<file path="src/design/ps2fr_pkg.sv">
package ps2fr_pkg;

    // Operation codes carried by an input word
    typedef enum logic [2:0] {
        OP_CLOCK_EDGE  = 3'd0,
        OP_TICK        = 3'd1,
        OP_GET_BYTE    = 3'd2,
        OP_GET_MESSAGE = 3'd3,
        OP_CLEAR       = 3'd4
    } op_t;

    // Controller states
    typedef enum logic [1:0] {
        ST_IDLE,
        ST_STATUS,
        ST_STREAM
    } state_t;

    // Controller to datapath
    typedef struct packed {
        logic exec;     // input word accepted this cycle
        logic stream;   // a message is being streamed out
        logic advance;  // current message byte taken
    } ctrl_cmd_t;

    // Datapath to controller
    typedef struct packed {
        logic stream_ok;  // current word is a get message that will stream
        logic last_beat;  // streamed byte on the output is the final one
    } dp_status_t;

    localparam logic [7:0] TIMEOUT_RESET = 8'd25;
    localparam logic [8:0] IDLE_MAX      = 9'd511;
    localparam logic [3:0] POS_START     = 4'd0;
    localparam logic [3:0] POS_LAST_DATA = 4'd8;
    localparam logic [3:0] POS_PARITY    = 4'd9;
    localparam logic [3:0] POS_STOP      = 4'd10;

endpackage

</file>
<file path="src/design/ps2fr_ctrl.sv">
module ps2fr_ctrl (
    input  logic                  clk,
    input  logic                  rst_n,
    input  logic                  in_valid,
    output logic                  in_ready,
    output logic                  out_valid,
    input  logic                  out_ready,
    input  ps2fr_pkg::dp_status_t status,
    output ps2fr_pkg::ctrl_cmd_t  cmd
);
    import ps2fr_pkg::*;

    state_t state_reg;
    state_t state_next;

    // State register
    always_ff @(posedge clk or negedge rst_n)
    begin
        if (!rst_n)
        begin
            state_reg <= ST_IDLE;
        end
        else
        begin
            state_reg <= state_next;
        end
    end

    // Next state and commands
    always_comb
    begin
        state_next  = state_reg;
        in_ready    = 1'b0;
        out_valid   = 1'b0;
        cmd.exec    = 1'b0;
        cmd.stream  = 1'b0;
        cmd.advance = 1'b0;
        case (state_reg)
            ST_IDLE:
            begin
                in_ready = 1'b1;
                if (in_valid)
                begin
                    cmd.exec   = 1'b1;
                    state_next = status.stream_ok ? ST_STREAM : ST_STATUS;
                end
            end
            ST_STATUS:
            begin
                out_valid = 1'b1;
                if (out_ready)
                begin
                    state_next = ST_IDLE;
                end
            end
            ST_STREAM:
            begin
                out_valid  = 1'b1;
                cmd.stream = 1'b1;
                if (out_ready)
                begin
                    cmd.advance = 1'b1;
                    if (status.last_beat)
                    begin
                        state_next = ST_IDLE;
                    end
                end
            end
            default:
            begin
                state_next = ST_IDLE;
            end
        endcase
    end

endmodule

</file>
<file path="src/design/ps2fr_datapath.sv">
module ps2fr_datapath #(
    parameter int MESSAGE_DEPTH = 16
) (
    input  logic                  clk,
    input  logic                  rst_n,
    input  logic                  cfg_write_en,
    input  logic [7:0]            cfg_write_data,
    input  logic [2:0]            operation,
    input  logic                  data_bit,
    input  logic [6:0]            request_limit,
    input  ps2fr_pkg::ctrl_cmd_t  cmd,
    output ps2fr_pkg::dp_status_t status,
    output logic [7:0]            data_byte,
    output logic                  data_valid,
    output logic                  byte_available,
    output logic                  frame_error,
    output logic                  message_ready,
    output logic [6:0]            message_length,
    output logic                  last_of_run
);
    import ps2fr_pkg::*;

    localparam int CNT_W = $clog2(MESSAGE_DEPTH + 1);
    localparam int IDX_W = (MESSAGE_DEPTH > 1) ? $clog2(MESSAGE_DEPTH) : 1;
    localparam logic [CNT_W-1:0] DEPTH_CNT = CNT_W'(MESSAGE_DEPTH);

    // Frame and message state
    logic [7:0]       timeout_reg;
    logic [3:0]       pos_reg,     pos_next;
    logic [7:0]       shift_reg,   shift_next;
    logic             parity_reg,  parity_next;
    logic [7:0]       held_reg,    held_next;
    logic             good_reg,    good_next;
    logic             fail_reg,    fail_next;
    logic [CNT_W-1:0] count_reg,   count_next;
    logic             ready_reg,   ready_next;
    logic [8:0]       idle_reg,    idle_next;
    logic [7:0]       byte_reg,    byte_next;
    logic             valid_reg,   valid_next;
    logic [CNT_W-1:0] n_reg,       n_next;
    logic [CNT_W-1:0] idx_reg,     idx_next;
    logic [7:0]       rdata_reg;
    logic             mem_we;
    logic [7:0]       mem [0:MESSAGE_DEPTH-1];

    logic [6:0] count_ext;
    logic [6:0] take_len;
    logic [8:0] idle_inc;

    assign count_ext = 7'(count_reg);
    assign take_len  = (count_ext > request_limit) ? request_limit : count_ext;
    assign idle_inc  = (idle_reg < IDLE_MAX) ? idle_reg + 9'd1 : idle_reg;

    assign status.stream_ok = (operation == OP_GET_MESSAGE) && (request_limit != 7'd0)
                              && ready_reg && (count_reg != '0);
    assign status.last_beat = (idx_reg == n_reg - CNT_W'(1));

    // Operation decode and state update
    always_comb
    begin
        pos_next    = pos_reg;
        shift_next  = shift_reg;
        parity_next = parity_reg;
        held_next   = held_reg;
        good_next   = good_reg;
        fail_next   = fail_reg;
        count_next  = count_reg;
        ready_next  = ready_reg;
        idle_next   = idle_reg;
        byte_next   = byte_reg;
        valid_next  = valid_reg;
        n_next      = n_reg;
        idx_next    = idx_reg;
        mem_we      = 1'b0;
        if (cmd.advance)
        begin
            idx_next = idx_reg + CNT_W'(1);
        end
        if (cmd.exec)
        begin
            byte_next  = 8'd0;
            valid_next = 1'b0;
            case (operation)
                OP_CLOCK_EDGE:
                begin
                    if (pos_reg == POS_START)
                    begin
                        shift_next  = 8'd0;
                        parity_next = 1'b0;
                        if (data_bit)
                        begin
                            fail_next = 1'b1;
                            good_next = 1'b0;
                        end
                        else
                        begin
                            pos_next = pos_reg + 4'd1;
                        end
                    end
                    else if (pos_reg <= POS_LAST_DATA)
                    begin
                        shift_next[3'(pos_reg - 4'd1)] = shift_reg[3'(pos_reg - 4'd1)]
                                                         | data_bit;
                        pos_next = pos_reg + 4'd1;
                    end
                    else if (pos_reg == POS_PARITY)
                    begin
                        parity_next = data_bit;
                        pos_next    = pos_reg + 4'd1;
                    end
                    else
                    begin
                        // stop bit, or an unused position
                        pos_next    = POS_START;
                        shift_next  = 8'd0;
                        parity_next = 1'b0;
                        if (pos_reg == POS_STOP && data_bit && (^{shift_reg, parity_reg}))
                        begin
                            held_next = shift_reg;
                            good_next = 1'b1;
                            fail_next = 1'b0;
                            if (count_reg < DEPTH_CNT)
                            begin
                                mem_we     = 1'b1;
                                count_next = count_reg + CNT_W'(1);
                                idle_next  = 9'd0;
                                ready_next = 1'b0;
                            end
                            else
                            begin
                                fail_next = 1'b1;
                            end
                        end
                        else
                        begin
                            fail_next = 1'b1;
                            good_next = 1'b0;
                        end
                    end
                end
                OP_TICK:
                begin
                    idle_next = idle_inc;
                    if ((count_reg != '0) && (idle_inc > {1'b0, timeout_reg}))
                    begin
                        ready_next = 1'b1;
                    end
                end
                OP_GET_BYTE:
                begin
                    valid_next = good_reg;
                    byte_next  = good_reg ? held_reg : 8'd0;
                    good_next  = 1'b0;
                end
                OP_GET_MESSAGE:
                begin
                    if ((request_limit != 7'd0) && ready_reg)
                    begin
                        n_next     = CNT_W'(take_len);
                        idx_next   = '0;
                        count_next = '0;
                        ready_next = 1'b0;
                        idle_next  = 9'd0;
                    end
                end
                OP_CLEAR:
                begin
                    count_next = '0;
                    ready_next = 1'b0;
                    idle_next  = 9'd0;
                end
                default:
                begin
                end
            endcase
        end
    end

    // Control state
    always_ff @(posedge clk or negedge rst_n)
    begin
        if (!rst_n)
        begin
            timeout_reg <= TIMEOUT_RESET;
            pos_reg     <= POS_START;
            shift_reg   <= 8'd0;
            parity_reg  <= 1'b0;
            held_reg    <= 8'd0;
            good_reg    <= 1'b0;
            fail_reg    <= 1'b0;
            count_reg   <= '0;
            ready_reg   <= 1'b0;
            idle_reg    <= 9'd0;
            valid_reg   <= 1'b0;
            n_reg       <= '0;
            idx_reg     <= '0;
        end
        else
        begin
            if (cfg_write_en)
            begin
                timeout_reg <= cfg_write_data;
            end
            pos_reg    <= pos_next;
            shift_reg  <= shift_next;
            parity_reg <= parity_next;
            held_reg   <= held_next;
            good_reg   <= good_next;
            fail_reg   <= fail_next;
            count_reg  <= count_next;
            ready_reg  <= ready_next;
            idle_reg   <= idle_next;
            valid_reg  <= valid_next;
            n_reg      <= n_next;
            idx_reg    <= idx_next;
        end
    end

    // Result byte for status words
    always_ff @(posedge clk)
    begin
        byte_reg <= byte_next;
    end

    // Message store: one write port, one registered read port
    always_ff @(posedge clk)
    begin
        if (mem_we)
        begin
            mem[count_reg[IDX_W-1:0]] <= shift_reg;
        end
        rdata_reg <= mem[idx_next[IDX_W-1:0]];
    end

    // Result word
    assign data_byte      = cmd.stream ? rdata_reg : byte_reg;
    assign data_valid     = cmd.stream ? 1'b1 : valid_reg;
    assign byte_available = good_reg;
    assign frame_error    = fail_reg;
    assign message_ready  = ready_reg;
    assign message_length = cmd.stream ? 7'(n_reg) : count_ext;
    assign last_of_run    = cmd.stream ? status.last_beat : 1'b1;

endmodule

</file>
<file path="src/design/ps2_frame_receiver.sv">
// PS/2 frame receiver. Each input word is one event: a falling clock edge with
// the sampled data bit, a millisecond tick, a get-byte request, a get-message
// request or a clear. Frames are 11 bits (start 0, eight data bits LSB first,
// odd parity, stop 1); good bytes are latched for get byte and appended to a
// message store of MESSAGE_DEPTH bytes. The block handles one word at a time:
// a word is taken in one cycle and its status result is offered in the next.
// An accepted get message streams min(bytes held, request_limit) bytes, one
// per cycle while out_ready is high, read from the single read port of the
// store. The timeout register may only be written while no word is in flight.
module ps2_frame_receiver #(
    parameter int MESSAGE_DEPTH = 16
) (
    input  logic       clk,
    input  logic       rst_n,
    input  logic       cfg_write_en,
    input  logic [7:0] cfg_write_data,
    input  logic       in_valid,
    output logic       in_ready,
    input  logic [2:0] operation,
    input  logic       data_bit,
    input  logic [6:0] request_limit,
    output logic       out_valid,
    input  logic       out_ready,
    output logic [7:0] data_byte,
    output logic       data_valid,
    output logic       byte_available,
    output logic       frame_error,
    output logic       message_ready,
    output logic [6:0] message_length,
    output logic       last_of_run
);
    import ps2fr_pkg::*;

    ctrl_cmd_t  cmd;
    dp_status_t status;

    ps2fr_ctrl u_ctrl (
        .clk       (clk),
        .rst_n     (rst_n),
        .in_valid  (in_valid),
        .in_ready  (in_ready),
        .out_valid (out_valid),
        .out_ready (out_ready),
        .status    (status),
        .cmd       (cmd)
    );

    ps2fr_datapath #(
        .MESSAGE_DEPTH (MESSAGE_DEPTH)
    ) u_datapath (
        .clk            (clk),
        .rst_n          (rst_n),
        .cfg_write_en   (cfg_write_en),
        .cfg_write_data (cfg_write_data),
        .operation      (operation),
        .data_bit       (data_bit),
        .request_limit  (request_limit),
        .cmd            (cmd),
        .status         (status),
        .data_byte      (data_byte),
        .data_valid     (data_valid),
        .byte_available (byte_available),
        .frame_error    (frame_error),
        .message_ready  (message_ready),
        .message_length (message_length),
        .last_of_run    (last_of_run)
    );

endmodule

</file>
<file path="config.mk">
export PLATFORM = sky130hd
export DESIGN_NAME = ps2_frame_receiver
export DESIGN_NICKNAME = d
export VERILOG_FILES = /design/src/design/ps2fr_pkg.sv /design/src/design/ps2fr_ctrl.sv /design/src/design/ps2fr_datapath.sv /design/src/design/ps2_frame_receiver.sv
export SDC_FILE = /design/constraint.sdc
export NUM_CORES = 1
export LEC_CHECK = 0
export BUFFER_PORTS_ARGS = -buffer_cell sky130_fd_sc_hd__buf_4
export CAP_MARGIN = 5
export CORE_MARGIN = 5
export CORE_UTILIZATION = 55
export DETAILED_ROUTE_END_ITERATION = 10
export GPL_ROUTABILITY_DRIVEN = 0
export PLACE_DENSITY = 0.73
export SLEW_MARGIN = 20
export SYNTH_ARGS = -nofsm -noshare
export SYNTH_HDL_FRONTEND = slang
export SYNTH_SLANG_ARGS = --single-unit
</file>
<file path="constraint.sdc">
create_clock -name clk -period 3.1 [get_ports clk]
set_input_delay 0.62 -clock clk [delete_from_list [all_inputs] [get_ports clk]]
set_output_delay 0.62 -clock clk [all_outputs]
set_load 0.02 [all_outputs]
</file>
**After elaboration in Yosys (flattened, before gate mapping)**

Memory sizes are Yosys's and may differ from the RTL's. A register that Yosys moved wholly into a read port is not among the register bits.
Index checks and enable logic that the tools add are counted.

- Latch bits: 0
- Memory bits (writable): 128
- Word-level logic and storage cells: 172
- ROM bits: 0
- Memories kept: 1
- Register bits after elaboration: 67
- Output and inout bits: 22
- Input bits: 24

- Mux-type cells: 81
- Reduce and logical (&&, ||, !) cells: 30
- Bitwise operators: 4
- Divide/modulo/power cells: 0
- Eq/ne operators: 28
- Multipliers: 0
- Shifts and indexed selects: 0
- Add/subtract/negate cells: 6
- Magnitude comparators: 7

Memories:

| name | depth | width | rd ports | clocked after Yosys merged registers in | wr ports | RTL line | RTL |
|---|---|---|---|---|---|---|---|
| u_datapath.mem | 16 | 8 | 1 | 1 | 1 | ps2fr_datapath.sv:44 | `logic [7:0] mem [0:MESSAGE_DEPTH-1];` |

Operator list:

| operator | number |
|---|---|
| 2-to-1 mux 9 bit | 7 |
| 2-to-1 mux 5 bit | 12 |
| 2-to-1 mux 1 bit | 40 |
| case mux 9 bit (4 select lines) | 1 |
| 2-to-1 mux 8 bit | 4 |
| inequality test 2 bit (second input constant) | 9 |
| 2-to-1 mux 4 bit | 4 |
| AND reduction 8 bit | 2 |
| case mux 5 bit (3 select lines) | 1 |
| 2-to-1 mux 2 bit | 6 |
| inequality test 2 x 1 -> 1 bit (second input constant) | 6 |
| AND reduction 3 bit | 4 |
| adder 5 x 1 -> 5 bit (second input constant) | 2 |
| AND reduction 5 bit | 2 |
| adder 9 x 1 -> 9 bit (second input constant) | 1 |
| > comparator 9 x 8 -> 1 bit | 1 |
| < comparator 9 bit (second input constant) | 1 |
| AND reduction 9 bit | 1 |
| XOR reduction 9 bit | 1 |
| bitwise mux 8 bit | 1 |
| equality test 4 bit (second input constant) | 2 |
| logical AND 1 bit | 8 |
| > comparator 5 x 7 -> 1 bit | 1 |
| nonzero test 7 bit | 1 |
| other kinds (34) | 38 |

**Logic depth before layout (Yosys ltp)**

Gate-level depths: netlist (run 1).

- Depth in word-level cells: 11
- Gate-level depth with buffers: 12
- Depth with buffers taken out: 11

**Cells and area by module**

A second synthesis (run 1) with hierarchy kept.

- Cells, all modules: 820
- Area total of the unflattened synthesis: 9740.6 um2

By module, submodules not included:

| module | times used | cells each | area each (um2) | seq. area each (um2) |
|---|---|---|---|---|
| ps2fr_datapath | 1 | 802 | 9544.2 | 5674.2 |
| ps2fr_ctrl | 1 | 18 | 196.4 | 50.0 |

**Worst setup path after synthesis (run 1)**

No wires, ideal clock.

- Kind: input to register
- Start: input operation[0]
- End: memory u_datapath.mem[3][0], enable pin
- Arrival: 2.852 ns
- Setup time: 0.395 ns
- Buffers on the path: 2
- Slack: -0.146 ns
- Stages: 7
- Required time: 2.705 ns
- Cell sequence: buf_2 > nor3_2 > nand2_1 > nor2_1 > nand2_1 > buf_4 > nor4_1

- Longest elaborated chain between the ends: 5

Ends and longest elaborated chain:

| item | RTL line | RTL |
|---|---|---|
| start, declared | ps2_frame_receiver.sv:19 | `input logic [2:0] operation,` |
| zero test 3 bit | ps2fr_datapath.sv:83 | `case (operation)` |
| 2-to-1 mux 1 bit | ps2fr_datapath.sv:83 |  |
| 2-to-1 mux 1 bit | ps2fr_datapath.sv:79 | `if (cmd.exec)` |
| 2-to-1 mux 1 bit | ps2fr_datapath.sv:228 | `if (mem_we)` |
| 2-to-1 mux 1 bit (not written as such) | ps2fr_datapath.sv:230 | `mem[count_reg[IDX_W-1:0]] <= shift_reg;` |
| end, declared | ps2fr_datapath.sv:44 |  |

No other way between the ends.

**Worst setup path in the final report (run 1)**

- Start: register u_datapath.n_reg[0]
- End: output last_of_run

- Longest elaborated chain between the ends: 3

Ends and longest elaborated chain:

| item | RTL line | RTL |
|---|---|---|
| start, declared | ps2fr_datapath.sv:40 | `logic [CNT_W-1:0] n_reg, n_next;` |
| start signal, assigned | ps2fr_datapath.sv:214 | `n_reg <= n_next;` |
| subtractor 5 x 1 -> 5 bit | ps2fr_datapath.sv:56 | `assign status.last_beat = (idx_reg == n_reg - CNT_W'(1));` |
| equality test 5 bit | ps2fr_datapath.sv:56 |  |
| 2-to-1 mux 1 bit | ps2fr_datapath.sv:242 | `assign last_of_run = cmd.stream ? status.last_beat : 1'b1;` |
| end, declared | ps2_frame_receiver.sv:30 | `output logic last_of_run` |

No other way between the ends.

==> reports/summary.log, run 1 <==
qor: outcome.status complete, no violations
qor: power_and_ir_drop.ratio_of_total_power_to_cell_area 673.9 nW/um^2
qor: timing.finalHoldViolations 0
qor: placed_design.place_ws 0.09096 ns
qor: timing.achievable-frequency 338.5 MHz
qor: flow_run.cap_viol_max_count 0
qor: global_route.grt_pass1_wl 33130 um
qor: global_route.grt_pass1_vias 6117
qor: synthesis.syn_area_per_cell 12.60 um^2
qor: cells_and_area.final_design_area_no_fill 10660 um^2
qor: timing.setup_viol_count_final 0
qor: synthesis.synth_edf_count 136
qor: cells_and_area.diodes 0
qor: synthesis.syn_area 9234 um^2
qor: floorplan.io-pin-count 46
qor: cells_and_area.final_nets 857
qor: clock_network.clock_tree_from_tritoncts yes
qor: synthesis.synth_area_leaders sky130_fd_sc_hd__edfxtp_1 (44%), sky130_fd_sc_hd__dfrtp_1 (15%), sky130_fd_sc_hd__ha_1 (3.7%)
qor: synthesis.number_of_warnings_reported_in_the_yosys_synthesis_log 0
qor: cells_and_area.layout_cell_share_with_drive_strength_beyond_1 18.64%
qor: synthesis.synth_ff_type sky130_fd_sc_hd__edfxtp_1
qor: synthesis.count_of_distinct_cell_types_in_the_synthesized_netlist 67
qor: drt.wirelength 20660 um
qor: cells_and_area.fin_cells 1041
qor: drt.total_number_of_vias 6276
qor: global_route.globalRoute.totalOverflow 0
qor: cells_and_area.final_core_util 64.50%
qor: clock_network.max-clock-path-buffers 3
qor: floorplan.design.core.area 16520 um^2
qor: timing.setup-tns-final 0 ns
qor: clock_network.cts.clk_slew.worst_paths 0.06 ns
qor: cells_and_area.ff_latch_area 5724 um^2
qor: power_and_ir_drop.cellLeakagePower 4.095 nW
qor: critical_path.crit_type flip-flop to primary output
qor: synthesis.synth.top_cells.by_count sky130_fd_sc_hd__edfxtp_1 (136), sky130_fd_sc_hd__dfrtp_1 (56), sky130_fd_sc_hd__nand2_1 (54)
qor: timing.finalClockSkew 0.01094 ns
qor: synthesis.post_synth_inst_count 733
qor: drt.drtIter0Drc 543
qor: placed_design.dpl.cell_count 1003
qor: timing.timing.max_slew.rel_slack 31.45%
qor: clock_network.clock_insertion_delay_worst_skew 0.50 ns
qor: power_and_ir_drop.vdd_drop_max 501.3 uV
qor: drt.remaining_drc_errors 0
qor: clock_network.clkSinkCount 203
qor: min_path.holdCritPathClass primary input to async pin
qor: critical_path.critical_path_required 2.48 ns
qor: placed_design.place.port_buffers 43
qor: timing.finalWorstPathRequiredPeriod 2.954 ns
qor: global_route.grt_antenna_before_repair 0
qor: global_route.total_grt_usage 21.03%
qor: critical_path.startpoint_type flip-flop
qor: synthesis.yosys_register_bits 203
qor: clock_network.post-cts-setup-buffer-count 0
qor: timing.finalMaxSlewViolations 0
qor: placed_design.place_hpwl 14610 um
qor: timing.measured_slew_at_the_worst_slew_check_pin 1.024 ns
qor: floorplan.die_area 19480 um^2
qor: drt.wire_per_inst 19.84 um
qor: synthesis.asyncSetResetFlopFracSynth 29.06%
qor: timing.finalCritPeriodShare 95.30%
qor: synthesis.synth.most_common_cell sky130_fd_sc_hd__edfxtp_1
qor: timing.postLayoutSetupSlackWorst 0.1457 ns
qor: synthesis.synth_seq_area_share 61.99%
qor: timing.final.hold.worst_slack 0.2032 ns
qor: clock_network.clock-root-buffer sky130_fd_sc_hd__clkbuf_16
qor: cells_and_area.layout.filler_cells 1220
qor: cells_and_area.number_of_flip_flops_under_the_largest_register_name 128
qor: critical_path.setup.worst_path.end_class primary output
qor: drt.drt_pass1_iterations 5
qor: drt.final_antenna_net_count 0
qor: floorplan.floorplan.initialDensity 55.88%
qor: floorplan.fp.dieH 139.6 um
qor: global_route.grt_max_degree 60
qor: drt.avgViaCountPerCell 6.029
qor: placed_design.dpl_cell_area 10020 um^2
qor: floorplan.fp.dieW 139.6 um
qor: cells_and_area.syn2layout_area_growth 15.42%
qor: clock_network.cts_buffers 21
qor: clock_network.clock_tree.htree_level_count 1
qor: cells_and_area.footprint_of_the_multi_input_gates 3289 um^2
qor: synthesis.synth_area_leader_cell sky130_fd_sc_hd__edfxtp_1
qor: critical_path.crit_path_max_fanout 5
qor: power_and_ir_drop.report.power.total 7.183 mW
qor: critical_path.crit_arrival 2.33 ns
qor: floorplan.fp-row-count 47
qor: synthesis.synth_top_area_share 44.23%
-- area by class of cell --
type | count | area share, %
clock inverter | 6 | 0.2935
clock buffer | 32 | 5.600
multi-input combinational | 470 | 30.86
timing repair buffer | 84 | 6.034
inverter | 26 | 0.9157
tap | 220 | 2.583
sequential | 203 | 53.71
-- logic make-up after synthesis --
| family | share of synthesized area [%] |
|---|---|
| other | 0.04061 |
| buffers and inverters | 2.724 |
| adder cells (fa/ha/maj) | 3.658 |
| flip-flops | 61.99 |
| AO/OA/AOI/OAI | 13.77 |
| XOR/XNOR | 2.331 |
| multiplexers | 5.623 |
| AND/OR/NAND/NOR | 9.864 |
-- per-layer routing --
layer / wire length [um] / share of wire (%) / track usage (%)
met5: 0 / 0 / 0
met4: 456 / 2.2 / 5.354
met3: 1260 / 6.1 / 3.122
met2: 10140 / 49 / 35.17
met1: 8804 / 43 / 29.28
-- report_power, final --
part           leakage [nW]  switching, mW  internal [mW]  total [mW]
Combinational          1.65          0.931          0.542        1.47
Sequential             2.13          0.183           3.23        3.41
Clock                 0.309          0.973           1.33        2.30
-- cells in the final DEF, fill, tap and decap left out, types with 17 or more instances in the layout --
master,netlist,routed
sky130_fd_sc_hd__edfxtp_1,136,136
sky130_fd_sc_hd__buf_4,3,83
sky130_fd_sc_hd__dfrtp_1,56,56
sky130_fd_sc_hd__nand2_1,54,54
sky130_fd_sc_hd__nor2_1,50,50
sky130_fd_sc_hd__o21ai_0,50,50
sky130_fd_sc_hd__ha_1,27,27
sky130_fd_sc_hd__inv_1,26,26
sky130_fd_sc_hd__mux2i_1,26,26
sky130_fd_sc_hd__mux2_2,23,23
sky130_fd_sc_hd__a21oi_1,21,21
sky130_fd_sc_hd__clkbuf_16,0,21
sky130_fd_sc_hd__nor3_1,17,17
sky130_fd_sc_hd__a221oi_1,17,17
-- final timing paths --
check / cells past startpoint / endpoint / from / slack [ns]
setup / recovery: 7 / last_of_run / u_datapath.n_reg[0] / 0.15
hold / removal: 1 / u_datapath.timeout_reg[7] / rst_n / 0.20
setup reg to reg: 9 / u_datapath.rdata_reg[2] / u_ctrl.state_reg[0] / 0.28
hold reg to reg: 2 / u_datapath.valid_reg / u_datapath.valid_reg / 0.47
max in group asynchronous: 1 / u_datapath.held_reg[4] / rst_n / 2.37
min in group clk: 3 / u_datapath.timeout_reg[6] / cfg_write_data[6] / 0.33
-- critical path, stage by stage, from the launching register on --
cell	delay (ns)
sky130_fd_sc_hd__dfrtp_1	0.43
sky130_fd_sc_hd__inv_1	0.08
sky130_fd_sc_hd__ha_1	0.16
sky130_fd_sc_hd__and2_1	0.16
sky130_fd_sc_hd__nor4b_1	0.26
sky130_fd_sc_hd__a31oi_1	0.10
sky130_fd_sc_hd__o41ai_2	0.44
sky130_fd_sc_hd__buf_4	0.21
-- timing repair --
item,in CTS,in global routing
hold buffers,0,0
setup endpoints to repair,0,1
resized for setup,0,1
hold endpoints to repair,0,0
(Power assumes the default switching activity.)
==> run 2: changes to the inputs <==
- CORE_MARGIN: 5 -> 8
==> run 2 against run 1 <==
- count of clock-buffer cells in the layout fell by 5
- setup slack improved by 0.019 ns
- final area rose by 0.39%
- global-route usage fell by 1.5 points
- combinational power barely moved
- fmax rose by 0.65%
- critical path depth did not move
- via count rose by 1.2%
==> reports/summary.log, run 2 (same netlist as run 1, synthesis figures left out) <==
qor: clock_network.max-clock-path-buffers 3
qor: clock_network.clock_tree.htree_level_count 1
qor: power_and_ir_drop.power_frac_comb 19.9%
qor: drt.drtIter0Drc 546
qor: global_route.grt_pass1_vias 6378
qor: cells_and_area.syn2layout_area_growth 15.87%
qor: power_and_ir_drop.ratio_of_total_power_to_cell_area 687.6 nW/um^2
qor: cells_and_area.layout_cell_share_with_drive_strength_beyond_1 18.54%
qor: min_path.holdCritPathClass primary input to async pin
qor: timing.timing.max_slew.rel_slack 31.23%
qor: placed_design.place_hpwl 14470 um
qor: floorplan.fp.dieW 145.6 um
qor: clock_network.cts_buffers 21
qor: power_and_ir_drop.vdd_drop_max 513.9 uV
qor: power_and_ir_drop.relative_contribution_of_the_clock_network_to_total_power 33.6%
qor: placed_design.dpl_cell_area 10010 um^2
qor: timing.finalHoldViolations 0
qor: timing.setup_viol_count_final 0
qor: critical_path.worst_reg2reg_setup_slack 0.25 ns
qor: critical_path.reg2reg_depth 9
qor: global_route.globalRoute.totalOverflow 0
qor: drt.wire_per_inst 20.08 um
qor: timing.finalClockSkew 0.01079 ns
qor: timing.rsz0062_at_grt false
qor: critical_path.crit_type flip-flop to primary output
qor: global_route.grt_max_degree 60
qor: critical_path.reg2reg_from u_ctrl.state_reg[0]
qor: timing.achievable-frequency 340.7 MHz
qor: outcome.status complete, no violations
qor: power_and_ir_drop.seq_power_share 46.5%
qor: critical_path.crit_arrival 2.32 ns
qor: power_and_ir_drop.internal_power 5.246 mW
qor: global_route.grt_antenna_before_repair 0
qor: clock_network.clkSinkCount 203
qor: global_route.grt_pass1_wl 33950 um
qor: flow_run.cap_viol_max_count 0
qor: global_route.total_grt_usage 19.51%
qor: floorplan.floorplan.initialDensity 55.88%
qor: cells_and_area.final_design_area_no_fill 10700 um^2
qor: drt.remaining_drc_errors 0
qor: clock_network.clock_insertion_delay_worst_skew 0.49 ns
qor: floorplan.io-pin-count 46
qor: timing.finalCritPeriodShare 94.68%
qor: timing.postLayoutSetupSlackWorst 0.1648 ns
qor: cells_and_area.number_of_flip_flops_under_the_largest_register_name 128
qor: drt.wirelength 20890 um
qor: drt.final_antenna_net_count 0
qor: clock_network.clock-root-buffer sky130_fd_sc_hd__clkbuf_16
qor: critical_path.critical_path_required 2.48 ns
qor: clock_network.clock_tree_from_tritoncts yes
qor: floorplan.die_area 21190 um^2
qor: placed_design.place_ws 0.2186 ns
qor: cells_and_area.final_core_util 64.75%
qor: critical_path.r2r-end u_datapath.rdata_reg[6]
qor: critical_path.startpoint_type flip-flop
qor: cells_and_area.final_nets 856
qor: floorplan.fp.dieH 145.6 um
qor: timing.setup-tns-final 0 ns
qor: clock_network.cts.clk_slew.worst_paths 0.06 ns
qor: power_and_ir_drop.switching_share 28.69%
qor: timing.finalMaxSlewViolations 0
qor: power_and_ir_drop.cellLeakagePower 4.113 nW
qor: floorplan.design.core.area 16520 um^2
qor: timing.measured_slew_at_the_worst_slew_check_pin 1.028 ns
qor: floorplan.fp-row-count 47
qor: cells_and_area.most-common-layout-cells sky130_fd_sc_hd__edfxtp_1 (136), sky130_fd_sc_hd__buf_4 (82), sky130_fd_sc_hd__dfrtp_1 (56)
qor: cells_and_area.diodes 0
qor: critical_path.crit_path_max_fanout 5
qor: drt.drt_pass1_iterations 5
qor: timing.finalWorstPathRequiredPeriod 2.935 ns
qor: drt.avgViaCountPerCell 6.105
qor: critical_path.crit_startpoint u_datapath.n_reg[0]
qor: placed_design.place.port_buffers 43
qor: critical_path.setup.worst_path.end_class primary output
qor: power_and_ir_drop.power.switching 2.111 mW
qor: cells_and_area.most_frequent_standard_cell_in_the_layout_excluding_fill_and_tap_cells sky130_fd_sc_hd__edfxtp_1
qor: drt.total_number_of_vias 6349
qor: clock_network.post_cts_hold_buffers 0
==> run 2: changes by cell type in the layout (fill, tap and decap cells not counted) <==
cell,previous run,this run
sky130_fd_sc_hd__clkbuf_1,8,3
sky130_fd_sc_hd__clkinv_1,2,6
sky130_fd_sc_hd__bufinv_16,0,2
sky130_fd_sc_hd__buf_4,83,82
sky130_fd_sc_hd__clkinv_2,3,2
sky130_fd_sc_hd__nor2b_1,4,5
sky130_fd_sc_hd__nor2b_2,1,0
==> run 2: critical path, stage by stage (launching register included) <==
cell and delay [ns]:
sky130_fd_sc_hd__dfrtp_1 0.44, sky130_fd_sc_hd__inv_1 0.07, sky130_fd_sc_hd__ha_1 0.20, sky130_fd_sc_hd__and2_1 0.17, sky130_fd_sc_hd__o21ai_0 0.16, sky130_fd_sc_hd__a31oi_1 0.13
sky130_fd_sc_hd__o41ai_2 0.44, sky130_fd_sc_hd__buf_4 0.22
==> run 2: per-layer routing <==
layer  GRT usage (%)  wire length (um)  vias to the layer above
met5               0                 0                        -
met4           5.518               377                        0
met3           2.954              1185                       31
met2           33.29             10410                      206
met1           25.41              8913                     3194
li1                -                 -                     2918
==> run 2: area by class of cell <==
type	count	area, um^2
tap	220	275.3
fill	1204	5826
sequential	203	5724
multi-input combinational	470	3287
clock buffer	27	578.1
timing repair buffer	83	635.6
clock inverter	11	101.3
inverter	26	97.59
==> run 2: how the worst max path moves through the flow <==
stage,to,slack (ns),cells after the start
final,last_of_run,0.16,7
after global routing,last_of_run,0.02,7
after CTS,last_of_run,0.02,7
after detailed placement,u_datapath.rdata_reg[6],0.22,8
after global placement,u_datapath.rdata_reg[1],0.32,8
after floorplan,u_datapath.mem[15][0],0.09,7
==> run 2: power groups by stage <==
stage	registers (mW)	clock network [mW]	logic [mW]
6_report	3.42	2.47	1.46
3_3_place_gp	3.45	0	1.41
4_1_cts	3.41	2.50	1.47
3_5_place_dp	3.47	0	1.46
2_1_floorplan	3.48	0	0.893
5_1_grt	3.43	2.63	1.60
==> run 2: through the flow <==
step,power (mW),std cells,hold WS [ns]
floorplan,4.370,734,0.3244
global placement,4.855,1002,0.4580
detailed placement,4.928,1002,0.4740
CTS,7.380,1040,0.2285
global route,7.663,1040,0.2708
finish,7.356,1040,0.2020
==> run 2: timing repair <==
item	CTS	global route
gates resized for setup	0	1
endpoints found under the hold margin	0	0
setup buffers	0	0
endpoints found under the setup margin	0	1
==> run 3: changes to the inputs <==
- CAP_MARGIN: 5 -> 15
- CELL_PAD_IN_SITES_DETAIL_PLACEMENT: unset -> 0
- CELL_PAD_IN_SITES_GLOBAL_PLACEMENT: unset -> 2
- CORE_UTILIZATION: 55 -> 39
==> run 3 against run 2 <==
- flip-flop and latch count unchanged
- setup slack got worse by 0.036 ns
- clock skew increased by 0.0089 ns
- via count decreased by 3.4%
- die area increased by 36%
- critical path depth unchanged
- count of clock-buffer cells in the layout increased by 2
- largest power group unchanged
==> reports/summary.log, run 3 (same netlist as run 1, synthesis figures left out) <==
qor: timing.rsz0062_at_grt false
qor: clock_network.postCtsResizedCells 0
qor: floorplan.design.core.area 23330 um^2
qor: cells_and_area.layout.filler_cells 2090
qor: global_route.grt_max_degree 60
qor: timing.achievable-frequency 336.6 MHz
qor: floorplan.fp.dieH 169.9 um
qor: critical_path.crit_path_max_fanout 5
qor: power_and_ir_drop.vdd_drop_max 522.1 uV
qor: global_route.grt_pass1_wl 35770 um
qor: cells_and_area.final_core_util 47.32%
qor: timing.setup-tns-final 0 ns
qor: outcome.status complete, no violations
qor: drt.avgViaCountPerCell 5.340
qor: power_and_ir_drop.ratio_of_total_power_to_cell_area 723.8 nW/um^2
qor: clock_network.clkSinkCount 203
qor: critical_path.reg2reg_depth 6
qor: timing.finalClockSkew 0.01970 ns
qor: clock_network.clock_insertion_delay_worst_skew 0.52 ns
qor: floorplan.fp.dieW 169.9 um
qor: floorplan.fp-row-count 56
qor: critical_path.setup.worst_path.end_class primary output
qor: cells_and_area.final_nets 863
qor: power_and_ir_drop.report.power.total 7.991 mW
qor: placed_design.place_hpwl 15600 um
qor: clock_network.post-cts-setup-buffer-count 0
qor: timing.finalMaxSlewViolations 0
qor: global_route.grt_antenna_before_repair 0
qor: drt.drt_pass1_iterations 6
qor: floorplan.die_area 28860 um^2
qor: timing.setup_viol_count_final 0
qor: clock_network.clock-root-buffer sky130_fd_sc_hd__clkbuf_16
qor: critical_path.startpoint_type flip-flop
qor: clock_network.clock_tree_from_tritoncts yes
qor: cells_and_area.diodes 0
qor: power_and_ir_drop.cellLeakagePower 4.217 nW
qor: cells_and_area.syn2layout_area_growth 19.57%
qor: timing.measured_slew_at_the_worst_slew_check_pin 1.017 ns
qor: drt.total_number_of_vias 6136
qor: clock_network.clock_tree.htree_level_count 1
qor: drt.wirelength 22340 um
qor: critical_path.critical_path_required 2.48 ns
qor: global_route.total_grt_usage 15.67%
qor: clock_network.post_cts_hold_buffers 0
qor: drt.drtIter0Drc 551
qor: cells_and_area.layout_cell_share_with_drive_strength_beyond_1 20.12%
qor: global_route.grt_pass1_vias 6319
qor: flow_run.cap_viol_max_count 0
qor: drt.wire_per_inst 19.45 um
qor: critical_path.r2r-end u_datapath.mem[14][7]
qor: cells_and_area.final_design_area_no_fill 11040 um^2
qor: critical_path.reg2reg_from u_datapath.shift_reg[2]
qor: critical_path.crit_type flip-flop to primary output
qor: timing.final.hold.worst_slack 0.1921 ns
qor: drt.remaining_drc_errors 0
qor: timing.finalCritPeriodShare 95.84%
qor: critical_path.crit_arrival 2.35 ns
qor: timing.timing.max_slew.rel_slack 31.67%
qor: floorplan.floorplan.initialDensity 39.58%
qor: cells_and_area.number_of_flip_flops_under_the_largest_register_name 128
qor: cells_and_area.most_frequent_standard_cell_in_the_layout_excluding_fill_and_tap_cells sky130_fd_sc_hd__edfxtp_1
qor: floorplan.io-pin-count 46
qor: clock_network.cts_buffers 24
qor: critical_path.endpoint last_of_run
qor: global_route.globalRoute.totalOverflow 0
qor: min_path.holdCritPathClass primary input to async pin
qor: critical_path.crit_startpoint u_datapath.n_reg[0]
qor: clock_network.max-clock-path-buffers 3
qor: placed_design.dpl_cell_area 10170 um^2
qor: clock_network.cts.clk_slew.worst_paths 0.06 ns
qor: timing.finalHoldViolations 0
qor: cells_and_area.most-common-layout-cells sky130_fd_sc_hd__edfxtp_1 (136), sky130_fd_sc_hd__buf_4 (86), sky130_fd_sc_hd__dfrtp_1 (56)
qor: critical_path.worst_reg2reg_setup_slack 0.24 ns
qor: timing.finalWorstPathRequiredPeriod 2.971 ns
qor: placed_design.place.port_buffers 43
qor: drt.final_antenna_net_count 0
[run 3: routing by layer]
metal / part of all wire [%] / track usage, % / vias up / routed length (um)
met5: 0 / 0 / - / 0
met4: 1.7 / 4.002 / 0 / 374
met3: 4.0 / 2.410 / 22 / 904
met2: 47 / 25.36 / 141 / 10500
met1: 47 / 21.68 / 3025 / 10570
li1: - / - / 2948 / -
[run 3: worst min path at each step]
stage | end | slack (ns) | cells after the start
2_1_floorplan | u_ctrl.state_reg[0] | 0.32 | 0
3_3_place_gp | u_datapath.held_reg[0] | 0.48 | 1
3_5_place_dp | u_datapath.held_reg[5] | 0.49 | 1
4_1_cts | u_datapath.timeout_reg[6] | 0.22 | 1
5_1_grt | u_datapath.timeout_reg[6] | 0.26 | 1
6_report | u_datapath.timeout_reg[5] | 0.19 | 1
[run 3: area by class of cell]
class	count	area (um^2)	share of cell area (%)
Clock inverter	15	222.7	2.017
Multi-Input combinational cell	470	3292	29.82
Timing Repair Buffer	87	665.6	6.029
Tap cell	319	399.1	3.615
Sequential cell	203	5724	51.85
Clock buffer	29	639.4	5.791
Inverter	26	97.59	0.8840
[run 3: worst max-delay path, cell delays in order, from the launching register on]
cell and delay (ns):
sky130_fd_sc_hd__dfrtp_1 0.45, sky130_fd_sc_hd__inv_1 0.09, sky130_fd_sc_hd__ha_1 0.15, sky130_fd_sc_hd__and2_1 0.16
sky130_fd_sc_hd__nor4b_1 0.27, sky130_fd_sc_hd__a31oi_1 0.10, sky130_fd_sc_hd__o41ai_2 0.42, sky130_fd_sc_hd__buf_4 0.21
[run 3: report_power, final]
group / switching [mW] / internal (mW) / total, mW
registers: 0.141 / 3.23 / 3.37
clock network: 1.12 / 1.89 / 3.02
logic: 0.991 / 0.614 / 1.60
total: 2.26 / 5.74 / 7.99
[run 3: metrics by stage]
stage / worst slack, ns / std cells
floorplan: 0.09340 / 734
global placement: 0.1761 / 1105
detailed placement: -0.003660 / 1105
CTS: 0.01419 / 1149
global route: 0.002578 / 1149
finish: 0.1289 / 1149
